--- src/rtl/plsb_pkg.sv ---
// Shared types and constants for the 2x2 stride-2 pooling line buffer.
package plsb_pkg;

  localparam int FIELDS         = 4;
  localparam int FIELD_BITS     = 16;
  localparam int CFG_INDEX_BITS = 2;
  localparam int CFG_DATA_BITS  = 9;
  localparam int MODE_BITS      = 2;
  localparam int WIDTH_BITS     = 9;
  localparam int HEIGHT_BITS    = 9;
  localparam int GROUPS_BITS    = 5;

  typedef enum logic [MODE_BITS-1:0] {
    MODE_BYPASS  = 2'd0,
    MODE_MAX     = 2'd1,
    MODE_AVG     = 2'd2,
    MODE_MAX_AVG = 2'd3
  } pool_mode_t;

  typedef enum logic [CFG_INDEX_BITS-1:0] {
    CFG_POOL_MODE      = 2'd0,
    CFG_IMAGE_WIDTH    = 2'd1,
    CFG_IMAGE_HEIGHT   = 2'd2,
    CFG_CHANNEL_GROUPS = 2'd3
  } cfg_index_t;

  typedef struct packed {
    logic bypass;
    logic average;
  } calc_ctrl_t;

endpackage

--- src/rtl/plsb_window_calc.sv ---
// Per-lane max or floored average over one 2x2 window, or bypass of the current word.
module plsb_window_calc #(
  parameter int LANES       = 4,
  parameter int SAMPLE_BITS = 16
) (
  input  plsb_pkg::calc_ctrl_t           ctrl,
  input  logic [LANES*SAMPLE_BITS-1:0]   top_left,
  input  logic [LANES*SAMPLE_BITS-1:0]   top_right,
  input  logic [LANES*SAMPLE_BITS-1:0]   bottom_left,
  input  logic [LANES*SAMPLE_BITS-1:0]   bottom_right,
  output logic [LANES*SAMPLE_BITS-1:0]   result
);
  import plsb_pkg::*;

  always_comb begin
    logic signed [SAMPLE_BITS-1:0] a, b, c, d, m;
    logic signed [SAMPLE_BITS+1:0] s;
    logic signed [SAMPLE_BITS+1:0] q;
    result = '0;
    for (int l = 0; l < LANES; l++) begin
      a = top_left[l*SAMPLE_BITS +: SAMPLE_BITS];
      b = top_right[l*SAMPLE_BITS +: SAMPLE_BITS];
      c = bottom_left[l*SAMPLE_BITS +: SAMPLE_BITS];
      d = bottom_right[l*SAMPLE_BITS +: SAMPLE_BITS];
      m = a;
      if (b > m) m = b;
      if (c > m) m = c;
      if (d > m) m = d;
      s = (SAMPLE_BITS+2)'(a) + (SAMPLE_BITS+2)'(b) + (SAMPLE_BITS+2)'(c)
        + (SAMPLE_BITS+2)'(d);
      q = s >>> 2;
      if (ctrl.bypass) begin
        result[l*SAMPLE_BITS +: SAMPLE_BITS] = d;
      end else if (ctrl.average) begin
        result[l*SAMPLE_BITS +: SAMPLE_BITS] = q[SAMPLE_BITS-1:0];
      end else begin
        result[l*SAMPLE_BITS +: SAMPLE_BITS] = m;
      end
    end
  end

endmodule

--- config.mk ---
export PLATFORM = sky130hd
export DESIGN_NAME = plsb_window_calc
export DESIGN_NICKNAME = d
export VERILOG_FILES = /design/src/rtl/plsb_pkg.sv /design/src/rtl/plsb_window_calc.sv
export SDC_FILE = /design/constraint.sdc
export NUM_CORES = 1
export LEC_CHECK = 0
export BUFFER_PORTS_ARGS = -buffer_cell sky130_fd_sc_hd__buf_4
export CAP_MARGIN = 10
export CORE_MARGIN = 1.5
export CORE_UTILIZATION = 35
export DETAILED_ROUTE_END_ITERATION = 8
export PLACE_DENSITY = 0.58
export SETUP_SLACK_MARGIN = 0.05
export SYNTH_ARGS = -nofsm -noshare
export SYNTH_HDL_FRONTEND = slang
export SYNTH_SLANG_ARGS = --single-unit
--- constraint.sdc ---
create_clock -name vclk -period 30.5
set_input_delay 4.575 -clock vclk [all_inputs]
set_output_delay 4.575 -clock vclk [all_outputs]
set_load 0.02 [all_outputs]
==> results.py <==
metrics = {
    "status": {
        "status": "finished clean",
    },
    "yosys": {
        "synthesis.area_um2": 12600,
        "synth_top_area_share_pct": 24.2,
        "syn_nets": 2139,
        "yosysTopAreaCell": "ha_1",
        "yosysSeqAreaShare_pct": 0,
        "syn_inst": 1505,
        "synth_cell_types": 68,
        "synthTopCellsByArea": "ha_1, fa_1, inv_1, mux2_2, a21oi_1",
        "synth_most_common_cell": "ha_1",
        "syn_area_per_cell_um2": 8.38,
        "yosysWarnings": 0,
        "synth_common_cells": "ha_1, inv_1, fa_1",
    },
    "place": {
        "port_buffers": 322,
        "gp_routability_congestion": 0.920,
        "hpwl_um": 38100,
    },
    "critical_path": {
        "worstPathRequired_ns": 25.93,
        "critPathKind": "input pin to primary output",
        "worstSetupStartpointType": "input pin",
        "critPathBufInv": 4,
        "crit_fanout": 18,
        "worst_setup_path_end_kind": "primary output",
        "crit_top_cell": "a21o_1",
        "slowest_delay_ns": 0.94,
        "critPathSlowestCell": "nor2_1",
        "crit_family": "compound AO/OA/AOI/OAI gates",
        "arrival_ns": 13.01,
    },
    "die": {
        "die_h_um": 193,
        "core_um2": 35500,
        "die_x_um": 193,
        "rows": 69,
        "initial_utilization_pct": 35.5,
        "io-pin-count": 322,
        "die_area_um2": 37200,
    },
    "pwr": {
        "ir_worst_vdd_v": 0.0000276,
        "power_density_nw_per_um2": 41.7,
        "power.leakage_nw": 7.68,
    },
    "global_routing": {
        "grt_pass1_vias": 12800,
        "use_met3_pct": 1.58,
        "grt-ovfl-total": 0,
        "met1_usage_pct": 31.7,
        "busiest_layer": "met2",
        "grt_use_total_pct": 22.9,
        "gr-usage-met2_pct": 39.5,
        "antenna_found_initial": 0,
        "grt_pass1_wl_um": 67400,
        "grt_max_degree": 39,
    },
    "timing": {
        "period_needed_ns": 17.58,
        "min_period_over_period_pct": 57.7,
        "rsz0062_at_grt": "false",
        "max_freq_mhz": 56.9,
        "fin_tns_setup_ns": 0,
        "drv_slew": 0,
        "hold_viol_final": 0,
        "slew_headroom_pct": 18.1,
        "setup_violations": 0,
        "worst_slew_pin_slew_ns": 1.22,
        "whs_ns": 9.53,
    },
    "layout": {
        "nFlopsAndLatches": 0,
        "area_growth_pct": 23.2,
        "nNetsFinal": 2438,
        "post-route-util_pct": 43.8,
        "fillers": 3606,
        "drive_above_1_share_pct": 23.1,
        "antenna_cells": 0,
        "clock_buffers": 0,
        "regArea_um2": 0,
    },
    "routing": {
        "drt-total-wl_um": 43200,
        "avgRoutedWirePerCell_um": 19.1,
        "avgViaCountPerCell": 5.48,
        "first_pass_iters": 5,
        "via_count": 12400,
        "drtIter0Drc": 549,
        "route.detailed.drc": 0,
        "antenna_left": 0,
    },
    "hold_path": {
        "hp-class": "input pin to primary output",
    },
    "clock_network": {
        "post_cts_buffers": 0,
        "postCtsHoldBufs": 0,
        "cts_resized": 0,
    },
    "job": {
        "maxCapViolCount": 0,
    },
}
cell type report:
type               instances  area [um2]  share of cell area, %
well taps                461         577                   3.71
inverters                185         694                   4.47
multi-input cells       1286       11800                   75.8
repair buffers           331        2480                   16.0
stage by stage:
step / std cells / total power [W] / instance area, um2 / setup slack, ns
final: 2263 / 0.000648 / 15500 / 12.92
after floorplan: 1505 / 0.000443 / 12600 / 14.14
after CTS: 2263 / 0.000650 / 15500 / 12.92
after global routing: 2263 / 0.000719 / 15500 / 12.29
after global placement: 2263 / 0.000638 / 15500 / 12.99
after detailed placement: 2263 / 0.000644 / 15500 / 12.96
cells in the final DEF (no fill, tap or decap), types with 15 or more instances in the layout:
master and instances:
mux2_2 57, nor2b_1 24, ha_1 244, nor3_1 25
nand2_1 65, nand2b_1 20, fa_1 132, nand4_1 36
a221oi_1 20, a21o_1 46, buf_4 331, o21ai_0 56
nor2_1 94, nand3_1 34, xor2_1 24, o21a_1 15
a21oi_1 118, mux2i_1 42, inv_1 185, xnor2_1 41
o22ai_1 31
cell families after synthesis:
group | after synthesis | share of synthesized area (%)
xor gates and xnor gates | 65 | 4.51
muxes | 106 | 9.26
and+or+nand+nor | 336 | 13.1
adders and majority gates | 377 | 45.2
buffers and inverters | 219 | 6.71
AOI/OAI and AO/OA | 402 | 21.2
where the power goes:
part	internal, W	switching (W)
registers	0	0
clock network	0	0
logic	0.000291	0.000357
layer usage:
layer / share of wire, % / vias to the layer above / routed length [um]
met2: 47 / 374 / 20300
met5: 0 / - / 0
li1: - / 6084 / -
met4: 1.6 / 0 / 708
met1: 46 / 5902 / 19700
met3: 5.7 / 44 / 2480
worst paths after layout:
path,startpoint,endpoint,slack [ns],cells past startpoint
max,top_left[15],result[1],12.92,32
min,bottom_right[32],result[32],9.53,3
Power figures use the tool's default switching activity.
